--- src/hdl/frpm_pkg.sv ---
// Shared constants for the frame RMS / peak level meter.
package frpm_pkg;

  localparam int MAX_FRAME_SAMPLES = 1024;

  localparam int SAMPLE_W = 16;
  localparam int MAG_W    = 16;
  localparam int PROD_W   = 2 * MAG_W;
  localparam int CNT_W    = $clog2(MAX_FRAME_SAMPLES + 1);
  localparam int SUM_W    = 2 * (MAG_W - 1) + CNT_W;
  localparam int FRAC_W   = 16;
  localparam int NUM_W    = SUM_W + FRAC_W;
  localparam int ROOT_W   = 24;
  localparam int RAD_W    = 2 * ROOT_W;
  localparam int SREM_W   = ROOT_W + 2;
  localparam int STEP_W   = $clog2(NUM_W);
  localparam int PEAK_W   = 16;
  localparam int IN_DATA_W  = 16;
  localparam int OUT_DATA_W = 40;

  localparam logic [ROOT_W-1:0] RMS_FULL_SCALE = ROOT_W'(8388608);
  localparam logic [PEAK_W-1:0] PEAK_FULL_SCALE = PEAK_W'(32768);

endpackage

--- src/hdl/frame_rms_peak_meter_unit.sv ---
// Frame RMS / peak level meter: bit-serial square, divide and root.
//
// Channel   Dir  tdata (low bit up)                    tuser            tlast
// s_axis    in   sample[15:0]                          has_sample       frame_end
// m_axis    out  rms_level[23:0], peak_level[39:24]    frame_too_long   -
//
// A sample item is taken from the input, then squared by a shift-add loop,
//   one multiplier bit per cycle, plus a final check step.
// A frame end adds a decision step, restoring division (one quotient bit per step)
//   and digit-by-digit square root, both skipped for overlong or empty frames, and a load step.
// Reset clears the frame state and the output valid at once; no clearing pass.
// A finished result sits in the output register; new items are taken meanwhile,
//   and the next frame's result waits in the load state, input stalled, until
//   the consumer takes the first.
module frame_rms_peak_meter_unit (
  input  logic                           clk_i,
  input  logic                           rst_ni,
  input  logic                           s_axis_tvalid,
  output logic                           s_axis_tready,
  input  logic [frpm_pkg::IN_DATA_W-1:0] s_axis_tdata,   // sample[15:0]
  input  logic                           s_axis_tuser,   // has_sample
  input  logic                           s_axis_tlast,   // frame_end
  output logic                           m_axis_tvalid,
  input  logic                           m_axis_tready,
  output logic [frpm_pkg::OUT_DATA_W-1:0] m_axis_tdata,  // rms_level[23:0], peak_level[39:24]
  output logic                           m_axis_tuser    // frame_too_long
);
  import frpm_pkg::*;

  typedef enum logic [2:0] {
    ST_IDLE,
    ST_MUL,
    ST_FIN,
    ST_DIV,
    ST_SQRT,
    ST_OUT
  } state_e;

  state_e             state_q, state_d;
  // frame accumulators
  logic [SUM_W-1:0]   sum_q, sum_d;
  logic [MAG_W-1:0]   peak_q, peak_d;
  logic [CNT_W-1:0]   total_q, total_d;
  logic               ovl_q, ovl_d;
  logic               last_q, last_d;
  // shift-add squarer
  logic [PROD_W-1:0]  mcand_q, mcand_d;
  logic [MAG_W-1:0]   mplier_q, mplier_d;
  // divider and root
  logic [NUM_W-1:0]   num_q, num_d;
  logic [CNT_W-1:0]   rem_q, rem_d;
  logic [RAD_W-1:0]   quot_q, quot_d;
  logic [SREM_W-1:0]  srem_q, srem_d;
  logic [ROOT_W-1:0]  root_q, root_d;
  logic [STEP_W-1:0]  step_q, step_d;
  // output register
  logic               mvalid_q, mvalid_d;
  logic [ROOT_W-1:0]  rms_q, rms_d;
  logic [PEAK_W-1:0]  opeak_q, opeak_d;
  logic               oflag_q, oflag_d;

  logic [MAG_W-1:0]   mag;
  logic [CNT_W:0]     div_sh;
  logic               div_ge;
  logic [CNT_W:0]     div_diff;
  logic [SREM_W+1:0]  sq_sh;
  logic [SREM_W+1:0]  sq_trial;
  logic               sq_ge;
  logic [SREM_W+1:0]  sq_diff;
  logic               room;

  assign mag      = s_axis_tdata[SAMPLE_W-1] ? MAG_W'(~s_axis_tdata + 1'b1)
                                             : MAG_W'(s_axis_tdata);
  assign room     = (total_q != CNT_W'(MAX_FRAME_SAMPLES));
  assign div_sh   = {rem_q, num_q[NUM_W-1]};
  assign div_ge   = (div_sh >= {1'b0, total_q});
  assign div_diff = div_sh - {1'b0, total_q};
  assign sq_sh    = {srem_q, quot_q[RAD_W-1 -: 2]};
  assign sq_trial = {2'b00, root_q, 2'b01};
  assign sq_ge    = (sq_sh >= sq_trial);
  assign sq_diff  = sq_sh - sq_trial;

  always_comb begin
    state_d  = state_q;
    sum_d    = sum_q;
    peak_d   = peak_q;
    total_d  = total_q;
    ovl_d    = ovl_q;
    last_d   = last_q;
    mcand_d  = mcand_q;
    mplier_d = mplier_q;
    num_d    = num_q;
    rem_d    = rem_q;
    quot_d   = quot_q;
    srem_d   = srem_q;
    root_d   = root_q;
    step_d   = step_q;
    mvalid_d = mvalid_q;
    rms_d    = rms_q;
    opeak_d  = opeak_q;
    oflag_d  = oflag_q;

    if (mvalid_q && m_axis_tready) begin
      mvalid_d = 1'b0;
    end

    case (state_q)
      ST_IDLE: begin
        if (s_axis_tvalid) begin
          last_d = s_axis_tlast;
          if (s_axis_tuser && room) begin
            if (mag > peak_q) begin
              peak_d = mag;
            end
            total_d  = total_q + 1'b1;
            mcand_d  = PROD_W'(mag);
            mplier_d = mag;
            state_d  = ST_MUL;
          end else begin
            if (s_axis_tuser) begin
              ovl_d = 1'b1;   // sample past the frame limit is dropped
            end
            state_d = s_axis_tlast ? ST_FIN : ST_IDLE;
          end
        end
      end
      ST_MUL: begin
        if (mplier_q == '0) begin
          state_d = last_q ? ST_FIN : ST_IDLE;
        end else begin
          if (mplier_q[0]) begin
            sum_d = sum_q + SUM_W'(mcand_q);
          end
          mcand_d  = mcand_q << 1;
          mplier_d = mplier_q >> 1;
        end
      end
      ST_FIN: begin
        // overlong or empty frames skip the arithmetic
        if (ovl_q || (total_q == '0)) begin
          state_d = ST_OUT;
        end else begin
          num_d   = {sum_q, {FRAC_W{1'b0}}};
          rem_d   = '0;
          quot_d  = '0;
          step_d  = STEP_W'(NUM_W - 1);
          state_d = ST_DIV;
        end
      end
      ST_DIV: begin
        rem_d  = div_ge ? div_diff[CNT_W-1:0] : div_sh[CNT_W-1:0];
        quot_d = {quot_q[RAD_W-2:0], div_ge};
        num_d  = num_q << 1;
        if (step_q == '0) begin
          srem_d  = '0;
          root_d  = '0;
          step_d  = STEP_W'(ROOT_W - 1);
          state_d = ST_SQRT;
        end else begin
          step_d = step_q - 1'b1;
        end
      end
      ST_SQRT: begin
        if (sq_ge) begin
          srem_d = sq_diff[SREM_W-1:0];
          root_d = {root_q[ROOT_W-2:0], 1'b1};
        end else begin
          srem_d = sq_sh[SREM_W-1:0];
          root_d = {root_q[ROOT_W-2:0], 1'b0};
        end
        quot_d = quot_q << 2;
        if (step_q == '0) begin
          state_d = ST_OUT;
        end else begin
          step_d = step_q - 1'b1;
        end
      end
      ST_OUT: begin
        if (!mvalid_q || m_axis_tready) begin
          mvalid_d = 1'b1;
          if (ovl_q) begin
            rms_d   = '0;
            opeak_d = '0;
            oflag_d = 1'b1;
          end else if (total_q == '0) begin
            rms_d   = '0;
            opeak_d = '0;
            oflag_d = 1'b0;
          end else begin
            rms_d   = (root_q > RMS_FULL_SCALE) ? RMS_FULL_SCALE : root_q;
            opeak_d = PEAK_W'(peak_q);
            oflag_d = 1'b0;
          end
          sum_d   = '0;
          peak_d  = '0;
          total_d = '0;
          ovl_d   = 1'b0;
          state_d = ST_IDLE;
        end
      end
      default: begin
        state_d = ST_IDLE;
      end
    endcase
  end

  always_ff @(posedge clk_i or negedge rst_ni) begin
    if (!rst_ni) begin
      state_q  <= ST_IDLE;
      sum_q    <= '0;
      peak_q   <= '0;
      total_q  <= '0;
      ovl_q    <= 1'b0;
      last_q   <= 1'b0;
      mvalid_q <= 1'b0;
    end else begin
      state_q  <= state_d;
      sum_q    <= sum_d;
      peak_q   <= peak_d;
      total_q  <= total_d;
      ovl_q    <= ovl_d;
      last_q   <= last_d;
      mvalid_q <= mvalid_d;
    end
  end

  // datapath registers, no reset needed
  always_ff @(posedge clk_i) begin
    mcand_q  <= mcand_d;
    mplier_q <= mplier_d;
    num_q    <= num_d;
    rem_q    <= rem_d;
    quot_q   <= quot_d;
    srem_q   <= srem_d;
    root_q   <= root_d;
    step_q   <= step_d;
    rms_q    <= rms_d;
    opeak_q  <= opeak_d;
    oflag_q  <= oflag_d;
  end

  assign s_axis_tready = (state_q == ST_IDLE);
  assign m_axis_tvalid = mvalid_q;
  assign m_axis_tdata  = {opeak_q, rms_q};
  assign m_axis_tuser  = oflag_q;

  // an overlong frame reports zero levels
  assert property (@(posedge clk_i) disable iff (!rst_ni)
    (mvalid_q && oflag_q) |-> (rms_q == '0 && opeak_q == '0))
    else $error("overlong frame result carries nonzero levels");

  assert property (@(posedge clk_i) disable iff (!rst_ni)
    mvalid_q |-> (rms_q <= RMS_FULL_SCALE && opeak_q <= PEAK_FULL_SCALE))
    else $error("result level above full scale");

  assert property (@(posedge clk_i) disable iff (!rst_ni)
    total_q <= CNT_W'(MAX_FRAME_SAMPLES))
    else $error("sample count beyond frame limit");

  // a waiting result is never overwritten
  assert property (@(posedge clk_i) disable iff (!rst_ni)
    (mvalid_q && !m_axis_tready) |=> (mvalid_q && $stable(rms_q) && $stable(opeak_q)))
    else $error("pending result changed before it was taken");

endmodule
--- config.mk ---
export PLATFORM = sky130hd
export DESIGN_NAME = frame_rms_peak_meter_unit
export DESIGN_NICKNAME = d
export VERILOG_FILES = /design/src/hdl/frpm_pkg.sv /design/src/hdl/frame_rms_peak_meter_unit.sv
export SDC_FILE = /design/constraint.sdc
export NUM_CORES = 1
export LEC_CHECK = 0
export BUFFER_PORTS_ARGS = -buffer_cell sky130_fd_sc_hd__buf_2
export CORE_MARGIN = 2
export CORE_UTILIZATION = 45
export DETAILED_ROUTE_END_ITERATION = 10
export GPL_ROUTABILITY_DRIVEN = 0
export SLEW_MARGIN = 30
export SYNTH_ARGS = -nofsm -noshare
export SYNTH_HDL_FRONTEND = slang
export SYNTH_SLANG_ARGS = --single-unit
--- constraint.sdc ---
create_clock -name clk_i -period 6.2 [get_ports clk_i]
set_input_delay 0.93 -clock clk_i [delete_from_list [all_inputs] [get_ports clk_i]]
set_output_delay 0.93 -clock clk_i [all_outputs]
set_load 0.01 [all_outputs]
Word-level counts from Yosys, hierarchy flattened

Cells that the tools add are included.

Register bits after elaboration: 335
Bits of input ports: 22
Output and inout port bits: 43
Logic and storage cells: 137

$add $sub $neg: 6
Order comparisons: 4
Equality and inequality tests: 19
Multiplexer cells: 59
Bitwise logic cells: 1
Reductions and logical operators: 29

Operator list:

| operator                                    | count |
|---|---|
| case mux 48 bit (3 select lines)            | 1 |
| 2-to-1 mux 16 bit                           | 8 |
| 2-to-1 mux 41 bit                           | 3 |
| case mux 57 bit (2 select lines)            | 1 |
| 2-to-1 mux 32 bit                           | 3 |
| case mux 41 bit (2 select lines)            | 1 |
| case mux 16 bit (2 select lines)            | 2 |
| case mux 32 bit (2 select lines)            | 1 |
| 2-to-1 mux 57 bit                           | 1 |
| 2-to-1 mux 11 bit                           | 5 |
| 2-to-1 mux 26 bit                           | 2 |
| case mux 26 bit (2 select lines)            | 1 |
| 2-to-1 mux 24 bit                           | 2 |
| 2-to-1 mux 48 bit                           | 1 |
| case mux 24 bit (2 select lines)            | 1 |
| case mux 11 bit (2 select lines)            | 2 |
| adder 41 x 32 -> 41 bit                     | 1 |
| >= comparator 28 x 26 -> 1 bit              | 1 |
| subtractor 26 bit                           | 1 |
| > comparator 24 bit (second input constant) | 1 |
| != test 2 bit (second input constant)       | 10 |
| 2-to-1 mux 3 bit                            | 6 |
| 2-to-1 mux 6 bit                            | 3 |
| case mux 3 bit (6 select lines)             | 1 |
| other kinds (31)                            | 59 |

Logic depth before layout (Yosys ltp)

Depth after elaboration: 8
Gate-level depth with buffers: 17
Gate-level depth less buffers: 16

Worst setup path after synthesis

OpenSTA, ideal clock, no wires.

Path type: in2reg
Start: in s_axis_tuser
End: reg mcand_q[0], enable pin
Setup time: 0.469 ns
Data arrival time: 3.853 ns
Required time: 5.731 ns
Slack: 1.878 ns
Stages: 3
Path buffers: 0
Cell sequence: o41ai_1 -> or4_1 -> a21oi_1

Word-level cells in the longest chain between the ends: 3

Ends and longest elaborated chain:

| element                                 | RTL line                         | source |
|---|---|---|
| start, declared                         | frame_rms_peak_meter_unit.sv:21  | `input logic s_axis_tuser,` |
| logical AND 1 bit                       | frame_rms_peak_meter_unit.sv:111 | `if (s_axis_tuser && room) begin` |
| != test 2 x 1 -> 1 bit (no source line) | --                               |  |
| AND reduction 4 bit (no source line)    | --                               |  |
| end signal, assigned                    | frame_rms_peak_meter_unit.sv:229 | `mcand_q <= mcand_d;` |
| end, declared                           | frame_rms_peak_meter_unit.sv:47  | `logic [PROD_W-1:0] mcand_q, mcand_d;` |

No other way between the ends.
A chain may end at the register's enable or synchronous reset.

Worst setup path after layout

Start: in s_axis_tdata[5] (netlist bit)
End: reg peak_q[6]

Word-level cells in the longest chain between the ends: 7
Elaborated cells on any way between the ends: 10
Classes of those cells: 1 x add/sub; 1 x order compare; 1 x eq/ne; 5 x mux; 1 x bitwise; 1 x reduce/logical

Ends and longest elaborated chain:

| element                                                     | RTL line                         | source |
|---|---|---|
| start, declared                                             | frame_rms_peak_meter_unit.sv:20  | `input logic [frpm_pkg::IN_DATA_W-1:0] s_axis_tdata,` |
| NOT 16 bit                                                  | frame_rms_peak_meter_unit.sv:72  | `assign mag = s_axis_tdata[SAMPLE_W-1] ? MAG_W'(~s_axis_tdata + 1'b1)` |
| adder 16 x 1 -> 16 bit                                      | frame_rms_peak_meter_unit.sv:72  |  |
| 2-to-1 mux 16 bit (*)                                       | frame_rms_peak_meter_unit.sv:72  |  |
| branches (longest 4 deep; another with > comparator 16 bit) | --                               |  |
| end signal, assigned                                        | frame_rms_peak_meter_unit.sv:219 | `peak_q <= peak_d;` |
| end, declared                                               | frame_rms_peak_meter_unit.sv:42  | `logic [MAG_W-1:0] peak_q, peak_d;` |

Every way passes the cells marked *. The select of a mux whose other input is x is not followed.

==> metrics.md <==
| Metric | Value |
|---|---|
| Synthesized flop and latch total | `319` |
| Vias per cell | `5.55` |
| Worst-margin pin slew | `0.789 ns` |
| Max_cap viols | `0` |
| DRT iter0 DRCs | `764` |
| Post-synth ARST share | `23.2%` |
| Main synth FF type | `edfxtp_1` |
| DRT Pass-1 Iters | `5` |
| Crit start category | `primary input` |
| Pins Over Slew Limit | `0` |
| Post-Place Cells | `2,247` |
| First-pass GRT wire length | `66,100 um` |
| Hold buffers post-CTS | `0` |
| Post-Syn Area | `17,700 um^2` |
| Clk slew on worst S/H paths | `0.06 ns` |
| Die area | `40,900 um^2` |
| Die height | `202 um` |
| Min-Delay Path Class | `primary input to async pin` |
| Req. time, crit path | `6.65 ns` |
| Largest net degree at the start of global routing | `75` |
| TritonCTS sink count | `319` |
| Routed wire length | `40,300 um` |
| Peak supply drop | `0.000196 V` |
| Vias post-DR | `12,900` |
| # DRC | `0` |
| Initial Util | `45.6%` |
| Unique masters post-synth | `70` |
| Die extent in x | `202 um` |
| Final setup TNS | `0 ns` |
| Post-CTS Repair Setup Buffers | `0` |
| Clock H-tree levels | `2` |
| DR WL/cell | `17.4 um` |
| Hold Fails Final Rpt | `0` |
| FP Rows | `72` |
| Num ports | `65` |
| Clock Latency Late Sink | `0.55 ns` |
| Total GRT Usage | `20.0%` |
| Cts bufs inserted | `38` |
| Layout cells sized above 1 | `9.62%` |
| CTS tree | `built` |
| Fin area | `19,900 um^2` |
| Critical Path Sink Type | `register` |
| Crit path kind | `primary input to register` |
| CTS resizes | `0` |
| Status | `finished clean` |
| Mapped Cells | `1,714` |
| Core ar. | `38,700 um^2` |
| Final Util | `51.4%` |
| RSZ-0062 raised after global routing | `false` |
| Final min period | `4.14 ns` |
| Max clock buf depth | `3` |
| Fin cells | `2,318` |
| Syn Area/Cell | `10.3 um^2` |
| Critical Path AT | `4.59 ns` |
| Total grt overflow | `0` |
| Final setup vio count | `0` |
| R2r setup slk | `2.55 ns` |
| Fmax | `0.241 GHz` |
| Pwr dens | `260 nW/um^2` |
| Final WS setup | `2.06 ns` |
| P_leak | `9.06 nW` |
| Antenna violations before repair | `2` |
| Max-slew headroom | `47.3%` |
| Fin nets | `1,883` |
| DP Worst Slack | `1.57 ns` |
| Post-DP Area | `18,600 um^2` |
| Register area share after synthesis | `52.1%` |
| Number of synthesized flops with an enable pin | `245` |
| Skew final | `0.0210 ns` |
| Vias in the first global route | `12,900` |
| Root Buffer | `clkbuf_16` |
| Area grow syn2layout | `12.7%` |
| Port-buffer cells | `64` |
| Final HPWL DP | `27,400 um` |
| Part of the cycle the worst path needs | `66.8%` |
| Mapped Nets | `1,828` |
| Yosys warnings | `0` |
| Crit-path max FO | `13` |
| Post-route antenna net violation count | `0` |
-- cell usage after synthesis, types with 36 or more instances --
library cell	instances	area, um^2
nand2_1	253	950
edfxtp_1	245	7360
nor2_1	126	473
inv_1	109	409
ha_1	90	1130
a21oi_1	80	400
o21ai_0	80	400
dfrtp_1	74	1850
clkbuf_1	57	214
mux2i_1	49	490
a22o_1	48	420
nor3_1	42	210
o21a_1	39	293
and3_1	36	225
-- cell type report --
type,count,area [um^2]
antenna,2,5.00
clock buffer,52,1100
clock inverter,17,195
fill,3535,18800
inverter,109,412
multi-input combinational,1217,7840
sequential,319,9210
tap,518,648
timing repair buffer,84,514
-- critical path, cell delays in order --
cell      delay, ns
buf_2          0.11
or4_1          0.55
or3_1          0.43
o21ai_0        0.23
xor2_1         0.26
inv_1          0.09
ha_1           0.31
a21o_1         0.17
a21o_1         0.17
a21oi_1        0.14
nor2b_1        0.06
o21ai_0        0.14
a21oi_1        0.10
o211ai_2       0.32
buf_4          0.32
mux2i_1        0.26
-- per-layer routing --
layer	global-route usage [%]	vias up	share of wire (%)
met4	6.80	0	2.5
met2	34.2	276	48
met5	0	-	0
li1	-	6326	-
met3	3.10	72	4.7
met1	25.9	6187	45
-- cell families (layout without fill, tap and decap cells) --
group | count (synthesis) | after routing | synth area share (%)
compound gates | 382 | 382 | 14.6
xor+xnor | 67 | 67 | 3.32
fa+ha+maj | 92 | 92 | 6.60
buf+inv | 178 | 262 | 3.87
flops | 319 | 319 | 52.1
mux | 53 | 53 | 3.03
other cells | 0 | 2 | 0
simple gates | 623 | 623 | 16.4
-- report_power, final --
group / internal (mW) / switching [mW]
Clock: 1.41 / 0.910
Sequential: 2.36 / 0.0251
Combinational: 0.209 / 0.260
Total: 3.98 / 1.19
-- cell usage in the layout, fill, tap and decap left out, types with 29 or more instances in the layout --
cell,instances
xor2_1,32
xnor2_1,35
a21oi_1,79
nand2_1,248
and3_1,36
a22o_1,48
dfrtp_1,74
clkbuf_16,41
inv_1,107
a21o_1,34
and2_1,29
nand3_1,29
o21a_1,39
nor2_1,126
o21ai_0,79
ha_1,90
edfxtp_1,245
nor3_1,42
buf_2,64
mux2i_1,49
-- through the flow --
step           power, mW  hold WS, ns
3_5_place_dp        2.89        0.494
3_3_place_gp        2.87        0.490
5_1_grt             5.37        0.488
6_report            5.17        0.424
4_1_cts             5.22        0.441
2_1_floorplan       2.77        0.423
-- worst paths after layout --
path / endpoint / start / cells after the start
setup / recovery: peak_q[6] / s_axis_tdata[5] / 16
max in group asynchronous: peak_q[0] / rst_ni / 1
hold / removal: sum_q[19] / rst_ni / 1
setup reg to reg: srem_q[9] / root_q[12] / 11
hold reg to reg: num_q[39] / num_q[38] / 2
min in group clk_i: num_q[39] / num_q[38] / 2
-- registers in the layout, indices dropped and copies added, names as in the netlist --
register	flops
rms_q	24
mcand_q	32
rem_q	11
ovl_q	1
quot_q	48
root_q	24
peak_q	16
m_axis_tuser	1
last_q	1
total_q	11
opeak_q	16
srem_q	26
num_q	41
m_axis_tvalid	1
mplier_q	16
sum_q	41
state_q	3
step_q	6
Power figures use the tool's default switching activity.
